## src/hdl/rgb_luma_laplacian_filter_unit_defines.svh

```systemverilog
// Assertion macros for the luma Laplacian filter unit.
// Expects clk and arst_n in the scope of each use.
`ifndef RGB_LUMA_LAPLACIAN_FILTER_UNIT_DEFINES_SVH
`define RGB_LUMA_LAPLACIAN_FILTER_UNIT_DEFINES_SVH

// Consequent must hold in the same cycle as the antecedent.
`define RLLF_ASSERT_NOW(label, ante, cons, msg) \
	label: assert property (@(posedge clk) disable iff (!arst_n) (ante) |-> (cons)) \
		else $error(msg);

// Consequent must hold in the cycle after the antecedent.
`define RLLF_ASSERT_NEXT(label, ante, cons, msg) \
	label: assert property (@(posedge clk) disable iff (!arst_n) (ante) |=> (cons)) \
		else $error(msg);

`endif

```

## src/hdl/rllf_pkg.sv

```systemverilog
// Package for the luma Laplacian filter unit: field widths, default frame
// geometry, luma weights and the result descriptor type. No dependencies.
package rllf_pkg;

	localparam int PIXEL_W          = 24;
	localparam int COORD_W          = 6;
	localparam int LUMA_W           = 8;
	localparam int LINE_WIDTH_DEF   = 64;
	localparam int FRAME_HEIGHT_DEF = 48;

	localparam logic [7:0] COEF_R = 8'd77;
	localparam logic [7:0] COEF_G = 8'd150;
	localparam logic [7:0] COEF_B = 8'd29;
	localparam logic [LUMA_W-1:0] GRAY_MAX = 8'd255;

	// One result slot held in the emit stage.
	typedef struct packed {
		logic [COORD_W-1:0] col;
		logic [COORD_W-1:0] row;
		logic               lap;
	} res_t;

endpackage

```

## src/hdl/rgb_luma_laplacian_filter_unit.sv

```systemverilog
// Top level of the luma Laplacian filter: line memory, 3x3 window and emit stage.
// Depends on rllf_pkg and rgb_luma_laplacian_filter_unit_defines.svh.
//
//  channel | signals                                    | direction
//  --------+--------------------------------------------+----------
//  pixel   | pix_valid, pix_ready, pixel_rgb            | in
//  result  | res_valid, res_ready, out_col, out_row,    | out
//          | out_pixel, last_of_run                     |
//
// One pixel per cycle while the result register does not stall; a last-row pixel
// yields two results and holds the emit stage until both have been pushed.
// The line memory (one read and one write port) holds the two previous lines
// per column; read at acceptance, written back when the pixel leaves stage 1.
// Reset clears counters, valid flags and emit index; memory needs no clearing.
// A stalled result register back-pressures all stages through the ready chain.
`include "rgb_luma_laplacian_filter_unit_defines.svh"

module rgb_luma_laplacian_filter_unit #(
	parameter int LINE_WIDTH   = rllf_pkg::LINE_WIDTH_DEF,
	parameter int FRAME_HEIGHT = rllf_pkg::FRAME_HEIGHT_DEF
) (
	input  logic                         clk,
	input  logic                         arst_n,
	input  logic                         pix_valid,
	output logic                         pix_ready,
	input  logic [rllf_pkg::PIXEL_W-1:0] pixel_rgb,
	output logic                         res_valid,
	input  logic                         res_ready,
	output logic [rllf_pkg::COORD_W-1:0] out_col,
	output logic [rllf_pkg::COORD_W-1:0] out_row,
	output logic [rllf_pkg::PIXEL_W-1:0] out_pixel,
	output logic                         last_of_run
);

	localparam int CW  = $clog2(LINE_WIDTH);
	localparam int RW  = $clog2(FRAME_HEIGHT);
	localparam int LW  = rllf_pkg::LUMA_W;
	localparam int KW  = rllf_pkg::COORD_W;
	localparam int CXW = (CW > KW) ? CW : KW;
	localparam int RXW = (RW > KW) ? RW : KW;

	// input counters
	logic [CW-1:0] col_q;
	logic [RW-1:0] row_q;

	// stage 1
	logic                         s1_valid;
	logic [rllf_pkg::PIXEL_W-1:0] rgb_s1;
	logic [CW-1:0]                col_s1;
	logic [RW-1:0]                row_s1;
	logic [2*LW-1:0]              rd_s1;

	// line memory: {line row-1, line row-2} per column
	logic [2*LW-1:0] lines_mem [LINE_WIDTH];

	// 3x3 window, index 0 = oldest column
	logic [LW-1:0] win_top_q [3];
	logic [LW-1:0] win_mid_q [3];
	logic [LW-1:0] win_bot_q [3];

	// stage 2 (emit)
	logic            s2_valid;
	logic [1:0]      cnt_s2;
	logic            idx_s2;
	rllf_pkg::res_t  r0_s2;
	rllf_pkg::res_t  r1_s2;

	logic pix_acc, s1_adv, s1_move, push, s2_last, s2_done;

	logic [15:0]    luma_sum;
	logic [LW-1:0]  luma_s1;
	logic           row_first, row_second, row_last;
	logic [CW-1:0]  r0_col_raw;
	logic [RW-1:0]  r0_row_raw;
	logic [CXW-1:0] r0_col_x, r1_col_x;
	logic [RXW-1:0] r0_row_x, r1_row_x;
	rllf_pkg::res_t r0_next, r1_next;
	logic [1:0]     cnt_next;

	logic [LW+2:0]  nsum;
	logic [LW+2:0]  c8;
	logic [LW+2:0]  diff;
	logic [LW-1:0]  gray;

	assign pix_acc  = pix_valid && pix_ready;
	assign push     = s2_valid && (cnt_s2 != 2'd0) && (!res_valid || res_ready);
	assign s2_last  = (cnt_s2 == 2'd1) || idx_s2;
	assign s2_done  = s2_valid && ((cnt_s2 == 2'd0) || (push && s2_last));
	assign s1_adv   = !s2_valid || s2_done;
	assign s1_move  = s1_valid && s1_adv;
	assign pix_ready = !s1_valid || s1_adv;

	// advance raster counters
	always_ff @(posedge clk or negedge arst_n) begin
		if (!arst_n) begin
			col_q <= '0;
			row_q <= '0;
		end else if (pix_acc) begin
			if (col_q == CW'(LINE_WIDTH - 1)) begin
				col_q <= '0;
				row_q <= (row_q == RW'(FRAME_HEIGHT - 1)) ? '0 : row_q + 1'b1;
			end else begin
				col_q <= col_q + 1'b1;
			end
		end
	end

	always_ff @(posedge clk or negedge arst_n) begin
		if (!arst_n) begin
			s1_valid <= 1'b0;
		end else if (pix_ready) begin
			s1_valid <= pix_valid;
		end
	end

	always_ff @(posedge clk) begin
		if (pix_acc) begin
			rgb_s1 <= pixel_rgb;
			col_s1 <= col_q;
			row_s1 <= row_q;
		end
	end

	// line memory: read at acceptance, write back as the pixel leaves stage 1
	always_ff @(posedge clk) begin
		if (pix_acc) begin
			rd_s1 <= lines_mem[col_q];
		end
		if (s1_move) begin
			lines_mem[col_s1] <= {luma_s1, rd_s1[2*LW-1:LW]};
		end
	end

	assign luma_sum = 16'(rllf_pkg::COEF_R * 16'(rgb_s1[23:16]))
		+ 16'(rllf_pkg::COEF_G * 16'(rgb_s1[15:8]))
		+ 16'(rllf_pkg::COEF_B * 16'(rgb_s1[7:0]));
	assign luma_s1 = luma_sum[15:8];

	// result schedule of the stage 1 pixel
	always_comb begin
		row_first  = (row_s1 == '0);
		row_second = (row_s1 == RW'(1));
		row_last   = (row_s1 == RW'(FRAME_HEIGHT - 1));
		if (row_first) begin
			r0_col_raw = col_s1;
			r0_row_raw = '0;
		end else begin
			r0_row_raw = row_s1 - 1'b1;
			if (col_s1 == '0) begin
				r0_col_raw = '0;
			end else if (col_s1 == CW'(1)) begin
				r0_col_raw = CW'(LINE_WIDTH - 1);
			end else begin
				r0_col_raw = col_s1 - 1'b1;
			end
		end
		r0_col_x = CXW'(r0_col_raw);
		r0_row_x = RXW'(r0_row_raw);
		r1_col_x = CXW'(col_s1);
		r1_row_x = RXW'(row_s1);
		r0_next.col = r0_col_x[KW-1:0];
		r0_next.row = r0_row_x[KW-1:0];
		r0_next.lap = !row_first && (col_s1 != '0) && (col_s1 != CW'(1));
		r1_next.col = r1_col_x[KW-1:0];
		r1_next.row = r1_row_x[KW-1:0];
		r1_next.lap = 1'b0;
		if (row_first) begin
			cnt_next = 2'd1;
		end else if (row_second) begin
			cnt_next = 2'd0;
		end else begin
			cnt_next = row_last ? 2'd2 : 2'd1;
		end
	end

	// shift window on stage 1 advance
	always_ff @(posedge clk) begin
		if (s1_move) begin
			win_top_q[0] <= win_top_q[1];
			win_top_q[1] <= win_top_q[2];
			win_top_q[2] <= rd_s1[LW-1:0];
			win_mid_q[0] <= win_mid_q[1];
			win_mid_q[1] <= win_mid_q[2];
			win_mid_q[2] <= rd_s1[2*LW-1:LW];
			win_bot_q[0] <= win_bot_q[1];
			win_bot_q[1] <= win_bot_q[2];
			win_bot_q[2] <= luma_s1;
		end
	end

	always_ff @(posedge clk or negedge arst_n) begin
		if (!arst_n) begin
			s2_valid <= 1'b0;
			idx_s2   <= 1'b0;
		end else if (s1_adv) begin
			s2_valid <= s1_valid;
			idx_s2   <= 1'b0;
		end else if (push) begin
			idx_s2 <= 1'b1;
		end
	end

	always_ff @(posedge clk) begin
		if (s1_move) begin
			cnt_s2 <= cnt_next;
			r0_s2  <= r0_next;
			r1_s2  <= r1_next;
		end
	end

	// Laplacian of the current window, clamped to 0..255
	always_comb begin
		nsum = (LW+3)'(win_top_q[0]) + (LW+3)'(win_top_q[1]) + (LW+3)'(win_top_q[2])
			+ (LW+3)'(win_bot_q[0]) + (LW+3)'(win_bot_q[1]) + (LW+3)'(win_bot_q[2])
			+ (LW+3)'(win_mid_q[0]) + (LW+3)'(win_mid_q[2]);
		c8   = {win_mid_q[1], 3'b000};
		diff = c8 - nsum;
		if (nsum >= c8) begin
			gray = '0;
		end else if (diff > (LW+3)'(rllf_pkg::GRAY_MAX)) begin
			gray = rllf_pkg::GRAY_MAX;
		end else begin
			gray = diff[LW-1:0];
		end
	end

	always_ff @(posedge clk or negedge arst_n) begin
		if (!arst_n) begin
			res_valid <= 1'b0;
		end else if (push) begin
			res_valid <= 1'b1;
		end else if (res_ready) begin
			res_valid <= 1'b0;
		end
	end

	always_ff @(posedge clk) begin
		if (push) begin
			out_col     <= idx_s2 ? r1_s2.col : r0_s2.col;
			out_row     <= idx_s2 ? r1_s2.row : r0_s2.row;
			out_pixel   <= (!idx_s2 && r0_s2.lap) ? {gray, gray, gray} : '0;
			last_of_run <= s2_last;
		end
	end

	`RLLF_ASSERT_NOW(a_idx_in_range, s2_valid && idx_s2, cnt_s2 == 2'd2, "second result without two pending")
	`RLLF_ASSERT_NEXT(a_req_to_s1, pix_valid && pix_ready, s1_valid, "accepted request lost before stage 1")
	`RLLF_ASSERT_NEXT(a_win_hold, !(s1_valid && s1_adv), $stable(win_mid_q[1]) && $stable(win_bot_q[2]), "window moved without stage 1 advance")
	`RLLF_ASSERT_NOW(a_push_needs_room, push, !res_valid || res_ready, "result register overwritten")

endmodule
```

## config.mk

```make
export PLATFORM = sky130hd
export DESIGN_NAME = rgb_luma_laplacian_filter_unit
export DESIGN_NICKNAME = d
export VERILOG_FILES = /design/src/hdl/rllf_pkg.sv /design/src/hdl/rgb_luma_laplacian_filter_unit.sv
export VERILOG_INCLUDE_DIRS = /design/src /design/src/hdl
export SDC_FILE = /design/constraint.sdc
export NUM_CORES = 2
export LEC_CHECK = 0
export BUFFER_PORTS_ARGS = -buffer_cell sky130_fd_sc_hd__buf_2
export CAP_MARGIN = 10
export CORE_UTILIZATION = 39
export DETAILED_ROUTE_END_ITERATION = 6
export GPL_ROUTABILITY_DRIVEN = 0
export PLACE_DENSITY = 0.56
export SYNTH_ARGS = -nofsm -noshare
export SYNTH_HDL_FRONTEND = slang
export SYNTH_SLANG_ARGS = --single-unit
```

## constraint.sdc

```tcl
create_clock -name clk -period 17.2 [get_ports clk]
set_clock_uncertainty 0.05 [all_clocks]
set_input_delay 3.44 -clock clk [delete_from_list [all_inputs] [get_ports clk]]
set_output_delay 3.44 -clock clk [all_outputs]
set_load 0.02 [all_outputs]
```

Yosys cells after proc, flatten, opt, wreduce, memory -nomap -nowiden
Memory sizes are Yosys's and may differ from the RTL's. A register that Yosys moved wholly into a read port is not among the register bits.
Index checks and enable logic that the tools add are counted.
{ "word_totals": {"reg_bits": 116, "elab_cells": 95, "mem_count": 4, "in_bits": 28, "output_inout_bits": 39, "ramBits": 1096} }
{ "memory_table": {"columns": ["memory", "depth", "width", "read_ports", "rd_ports_with_merged_regs", "wr", "line_no", "text"], "rows": [
  ["lines_mem", 64, 16, 1, 1, 1, "rgb_luma_laplacian_filter_unit.sv:54", "logic [2*LW-1:0] lines_mem [LINE_WIDTH];"],
  ["win_bot_q", 3, 8, 3, 0, 3, "rgb_luma_laplacian_filter_unit.sv:59", "logic [LW-1:0] win_bot_q [3];"],
  ["win_mid_q", 3, 8, 3, 0, 3, "rgb_luma_laplacian_filter_unit.sv:58", "logic [LW-1:0] win_mid_q [3];"],
  ["win_top_q", 3, 8, 3, 0, 3, "rgb_luma_laplacian_filter_unit.sv:57", "logic [LW-1:0] win_top_q [3];"]
]} }
{ "classes": {"eq_ne": 7, "n_lt_le_gt_ge": 2, "n_reduce_logical": 28, "mux": 17, "addsub": 14, "n_mul": 3} }
{ "op_table": {"columns": ["cell", "n"], "rows": [
  ["$add A11 B8 Y11", 4],
  ["$mux W6", 7],
  ["$mul A7 B8 Y15 const A", 2],
  ["$eq A6 B6 Y1 const B", 3],
  ["$add A15 B16 Y16", 1],
  ["$add A16 B13 Y16", 1],
  ["$mux W8", 2],
  ["$mul A5 B8 Y13 const A", 1],
  ["$add A6 B1 Y6 const B", 2],
  ["$eq A6 B1 Y1 const B", 2],
  ["$logic_not A6 Y1", 2],
  ["$sub A6 B1 Y6 const B", 2],
  ["$add A10 B8 Y11", 1],
  ["$ge A11 B11 Y1", 1],
  ["$gt A11 B8 Y1 const B", 1],
  ["$sub A11 B11 Y11", 1],
  ["$add A9 B8 Y10", 1],
  ["$add A8 B8 Y9", 1],
  ["$logic_and A1 B1 Y1", 9],
  ["$mux W1", 7],
  ["$ne A6 B1 Y1 const B", 1],
  ["$reduce_bool A2 Y1", 3],
  ["$reduce_bool A6 Y1", 1],
  ["$logic_not A1 Y1", 5],
  ["other kinds (6)", 10]
]} }

Depth between registers and ports, before layout
An unclocked memory read counts as a cell.
{ "logic_depth": {"word_depth": 12, "ltp_mapped": 24, "depth_no_buf": 24} }

Worst setup path before layout
No wires, ideal clock.
{ "synth_path": {"path_type": "input-to-reg", "start": "input res_ready", "end": "memory lines_mem[55][0] (netlist name), enable pin", "slack_ns": 8.770, "setup_ns": 0.409, "t_arrival_ns": 7.971, "n_path_buf": 0, "stages": 7, "required_ns": 16.741, "path_cell_list": "nand2b_1 > a21oi_1 > o21ai_0 > nand2_1 > inv_1 > nand4_1 > nor3_1"} }
{ "synth_via": {"elab_chain_cells": 9} }
{ "synth_lines": {"columns": ["item", "line_no", "text"], "rows": [
  ["from (decl)", "rgb_luma_laplacian_filter_unit.sv:28", "input logic res_ready,"],
  ["$logic_or A1 B1 Y1", "rgb_luma_laplacian_filter_unit.sv:86", "assign push = s2_valid && (cnt_s2 != 2'd0) && (!res_valid || res_ready);"],
  ["$logic_and A1 B1 Y1", "rgb_luma_laplacian_filter_unit.sv:86", null],
  ["$logic_and A1 B1 Y1", "rgb_luma_laplacian_filter_unit.sv:88", "assign s2_done = s2_valid && ((cnt_s2 == 2'd0) || (push && s2_last));"],
  ["$logic_or A1 B1 Y1", "rgb_luma_laplacian_filter_unit.sv:88", null],
  ["$logic_and A1 B1 Y1", "rgb_luma_laplacian_filter_unit.sv:88", null],
  ["$logic_or A1 B1 Y1", "rgb_luma_laplacian_filter_unit.sv:89", "assign s1_adv = !s2_valid || s2_done;"],
  ["$logic_and A1 B1 Y1", "rgb_luma_laplacian_filter_unit.sv:90", "assign s1_move = s1_valid && s1_adv;"],
  ["net s1_move", "rgb_luma_laplacian_filter_unit.sv:68", "logic pix_acc, s1_adv, s1_move, push, s2_last, s2_done;"],
  ["$mux W1", "rgb_luma_laplacian_filter_unit.sv:129", "if (s1_move) begin"],
  ["$mux W1 (implied by the code)", "rgb_luma_laplacian_filter_unit.sv:130", "lines_mem[col_s1] <= {luma_s1, rd_s1[2*LW-1:LW]};"],
  ["to (decl)", "rgb_luma_laplacian_filter_unit.sv:54", null]
]} }
The timed path passes the listed nets, and every way through them passes these cells.

Worst setup path after layout
{ "layout_path": {"start": "input res_ready", "end": "output pix_ready"} }
{ "layout_via": {"elab_chain_cells": 7} }
{ "layout_lines": {"columns": ["item", "line_no", "text"], "rows": [
  ["$logic_or A1 B1 Y1", "rgb_luma_laplacian_filter_unit.sv:86", null],
  ["$logic_and A1 B1 Y1", "rgb_luma_laplacian_filter_unit.sv:86", null],
  ["$logic_and A1 B1 Y1", "rgb_luma_laplacian_filter_unit.sv:88", null],
  ["$logic_or A1 B1 Y1", "rgb_luma_laplacian_filter_unit.sv:88", null],
  ["$logic_and A1 B1 Y1", "rgb_luma_laplacian_filter_unit.sv:88", null],
  ["$logic_or A1 B1 Y1", "rgb_luma_laplacian_filter_unit.sv:89", null],
  ["$logic_or A1 B1 Y1", "rgb_luma_laplacian_filter_unit.sv:91", "assign pix_ready = !s1_valid || s1_adv;"],
  ["to (decl)", "rgb_luma_laplacian_filter_unit.sv:25", "output logic pix_ready,"]
]} }
Every way passes these cells.

==> impl_table.tex <==
\begin{tabular}{lr}
\hline
Metric & Value \\
\hline
\multicolumn{2}{l}{\textbf{Die}} \\
\quad DIE WIDTH & 363.3 um \\
\quad Ports & 67 \\
\quad Die height & $\sim$360 um \\
\quad Overall die area & 132000 um\^{}2 \\
\quad Core region area & between 100000 and 150000 um\^{}2 \\
\quad Number of core rows & between 100 and 150 \\
\quad Starting density of the core & $\sim$39\% \\
\multicolumn{2}{l}{\textbf{Global route}} \\
\quad Layer with the highest usage after global routing & met2 \\
\quad Met1 capacity usage during global routing & a little under a quarter \\
\quad Largest net degree at the start of global routing & 140 \\
\quad Antenna violations before repair & 6 \\
\quad Met3 track utilization from global routing & 2.138\% \\
\quad Global-route congestion overflow total & 0 \\
\quad Global-route met2 utilization & $\sim$30\% \\
\quad Vias in the first global route & around 25000 \\
\quad Global router's overall resource usage & between 10\% and 20\% \\
\quad Wire length of the first global-routing pass & 169200 um \\
\multicolumn{2}{l}{\textbf{Timing}} \\
\quad Maximum clock rate & $\sim$130 MHz \\
\quad Setup repair after global routing missed its margin & no \\
\quad Slew of the pin with the lowest slew margin & between 1 and 1.5 ns \\
\quad Final hold viol count & 0 \\
\quad Fin. max-slew vios & 0 \\
\quad Worst slew slack as a fraction of its limit & under 10\% \\
\quad Hold slack final & $\sim$0.37 ns \\
\quad Shortest period the worst path allows & $\sim$7.9 ns \\
\quad Setup TNS & 0 ns \\
\quad Part of the cycle the worst path needs & a little under half \\
\quad Number of setup violations in the final report & 0 \\
\multicolumn{2}{l}{\textbf{Finish}} \\
\quad Cell Count, Final, Fillers Out & $\sim$4500 \\
\quad Synth-to-Final Area Change & 13.71\% \\
\quad Nets & 2903 \\
\quad Share of the core filled with cells in the final layout & around 45\% \\
\quad Ratio of cells with drive above 1 in the final layout & a little over a quarter \\
\multicolumn{2}{l}{\textbf{Yosys}} \\
\quad Biggest area contributors in the synthesized netlist & sky130\_fd\_sc\_hd\_\_edfxtp\_1 (71\%), sky130\_fd\_sc\_hd\_\_mux4\_2 (14\%), sky130\_fd\_sc\_hd\_\_fa\_1 (4.0\%) \\
\quad Unique cell type count in the Yosys netlist & 57 \\
\quad Count of mapped cells out of synthesis & about 2500 \\
\quad Yosys warning total & 0 \\
\quad Mapped Nets & approximately 2700 \\
\quad Synthesized area per cell & about 20 um\^{}2 \\
\quad Number of enable flip-flop cells after synthesis & 1196 \\
\quad Synth Flop Type & sky130\_fd\_sc\_hd\_\_edfxtp\_1 \\
\quad Portion of synthesized cell area occupied by the leading cell type & between 70\% and 80\% \\
\quad Summed instance area of the synthesized netlist & $\sim$51000 um\^{}2 \\
\quad FF+latch count, synth & around 1200 \\
\quad Share of synthesized flip-flops with an asynchronous set or reset & $\sim$1.3\% \\
\quad Largest area contributor in the netlist & sky130\_fd\_sc\_hd\_\_edfxtp\_1 \\
\quad Seq/Total Area, Yosys & a little under three quarters \\
\multicolumn{2}{l}{\textbf{Route}} \\
\quad Number of DRC markers in iteration 0 & approximately 2100 \\
\quad Number of iterations in the first detailed-routing pass & 5 \\
\quad Vias per std cell & approximately 5.3 \\
\quad Residual DRC & 0 \\
\quad DRT antenna net count & 0 \\
\quad Wire length after detailed routing & about 110000 um \\
\quad Drt wl/cell & roughly 25 um \\
\quad Routed via count & 23870 \\
\multicolumn{2}{l}{\textbf{Critical path}} \\
\quad R2r startpoint & rgb\_s1[12] \\
\quad Maximum fanout count along the critical path & 5 \\
\quad Crit path DAT & around 4.4 ns \\
\quad Data required, critical path & approximately 14 ns \\
\quad R2r worst-path depth & 22 \\
\quad Launch point of the worst path & res\_ready \\
\quad Category of the most critical setup path & primary input to output pin \\
\quad Critical path startpoint category & primary input \\
\quad Type of destination of the critical path & output pin \\
\multicolumn{2}{l}{\textbf{Placed design}} \\
\quad Placed insts & between 4000 and 5000 \\
\quad Quantity of I/O buffers inserted on ports & 66 \\
\quad Half-perimeter wire length after detailed placement & between 60000 and 70000 um \\
\multicolumn{2}{l}{\textbf{Worst hold path}} \\
\quad Origin of the worst min-delay path & rd\_s1[3] \\
\quad Hold Path Depth & 0 \\
\quad Type of the tightest min-delay check & flop to flop \\
\multicolumn{2}{l}{\textbf{Clock network}} \\
\quad Hold-fix buffers at CTS & 0 \\
\quad Number of levels in the clock H-tree & 3 \\
\quad CTS tree & yes \\
\quad PostCTS Resize Cnt & 0 \\
\quad CTS buffer count & around 120 \\
\quad Clk sinks & around 1200 \\
\quad Root buffer cell & sky130\_fd\_sc\_hd\_\_clkbuf\_16 \\
\quad Largest buffer count on any clock path & 3 \\
\quad Setup Fix Bufs, Post-CTS & 0 \\
\quad Clock slew seen by the registers of the worst setup and hold paths & 0.06 ns \\
\quad Clock insertion delay at the later pin of the skew report & slightly above 0.7 ns \\
\multicolumn{2}{l}{\textbf{Flow run}} \\
\quad Maximum capacitance violations & 0 \\
\multicolumn{2}{l}{\textbf{Run status}} \\
\quad Run status & completed \\
\hline
\end{tabular}
-- routing by layer --
metal,wire (um),up-vias
li1,-,10240
met1,47540,12840
met2,57070,668
met3,6348,122
met4,2187,0
met5,0,-
-- worst max-delay path, stage by stage --
cell	delay, ns
sky130_fd_sc_hd__buf_2	0.07
sky130_fd_sc_hd__nand2b_1	0.18
sky130_fd_sc_hd__a21oi_1	0.12
sky130_fd_sc_hd__o211ai_1	0.37
sky130_fd_sc_hd__buf_2	0.23
-- flip-flops by register name, indices dropped and copies added, names as in the netlist, 8 cells and up --
register,flops
lines_mem,1024
rgb_s1,24
win_bot_q,24
win_mid_q,24
win_top_q,24
rd_s1,16
r0_s2,13
r1_s2,12
out_pixel,8
-- layout by cell type, fill, tap and decap left out, drive strengths merged, types with 17 or more instances in the layout --
master | synthesis | routed
mux4 | 320 | 320
bufinv | 0 | 19
mux2 | 18 | 18
fa | 102 | 102
nand2 | 29 | 29
inv | 201 | 202
a21oi | 51 | 51
clkbuf | 47 | 135
mux2i | 17 | 17
nor2b | 19 | 19
ha | 113 | 113
clkinv | 0 | 63
edfxtp | 1196 | 1196
nor2 | 93 | 93
xnor2 | 26 | 26
o21ai | 28 | 28
buf | 68 | 165
-- final cells by class --
type                            count  area, um^2
Timing Repair Buffer              165        1144
Antenna cell                        3       7.507
Tap cell                         1742        2180
Sequential cell                  1212       36330
Clock buffer                      135        3080
Fill cell                       10980       71610
Multi-Input combinational cell    961       13390
Inverter                          201       757.0
Clock inverter                     89       980.9
-- per-stage QoR --
| stage | worst slack, ns | cell area (um^2) |
|---|---|---|
| after floorplan | 8.770 | 50900 |
| after global placement | 9.403 | 53740 |
| after detailed placement | 9.311 | 53740 |
| after CTS | 9.306 | 57800 |
| after global routing | 9.126 | 57870 |
| final | 9.295 | 57870 |
-- cell usage after synthesis (6+ instances only) --
cell	instances
sky130_fd_sc_hd__nor2b_1	19
sky130_fd_sc_hd__nor2_1	93
sky130_fd_sc_hd__a21oi_1	50
sky130_fd_sc_hd__nand2b_1	8
sky130_fd_sc_hd__mux2_2	18
sky130_fd_sc_hd__or2_2	6
sky130_fd_sc_hd__o21ai_0	23
sky130_fd_sc_hd__fa_1	102
sky130_fd_sc_hd__nand3_1	16
sky130_fd_sc_hd__inv_1	201
sky130_fd_sc_hd__a21o_1	12
sky130_fd_sc_hd__mux4_2	320
sky130_fd_sc_hd__xnor2_1	26
sky130_fd_sc_hd__xor2_1	11
sky130_fd_sc_hd__buf_1	14
sky130_fd_sc_hd__buf_4	21
sky130_fd_sc_hd__clkbuf_1	47
sky130_fd_sc_hd__dfrtp_1	16
sky130_fd_sc_hd__mux2i_1	17
sky130_fd_sc_hd__a211oi_1	13
sky130_fd_sc_hd__edfxtp_1	1196
sky130_fd_sc_hd__buf_2	30
sky130_fd_sc_hd__ha_1	113
sky130_fd_sc_hd__or3_1	9
sky130_fd_sc_hd__nor3_1	12
sky130_fd_sc_hd__nand2_1	29
-- kinds of logic (layout without fill, tap and decap cells) --
kind of cell,count (synthesis),count (layout),synth area share [%]
buffers and inverters,316,590,2.603
AOI/OAI and AO/OA,134,134,1.618
and+or+nand+nor,220,220,2.112
other,0,3,0
xor gates and xnor gates,37,37,0.6367
adders and majority gates,215,215,6.790
DFF,1212,1212,71.35
muxes,355,355,14.89
-- final timing paths --
path | to | slack, ns
max in group asynchronous | col_q[0] | 14.18
min in group asynchronous | s2_valid | 2.60
setup reg to reg | lines_mem[5][14] | 9.50
hold reg to reg | win_top_q[0][19] | 0.37
hold / removal | win_top_q[0][19] | 0.37
setup / recovery | pix_ready | 9.30
Power is left out: the tool's default activity adds up to more than one toggle a clock period on the data nets, which glitch-free logic cannot reach.
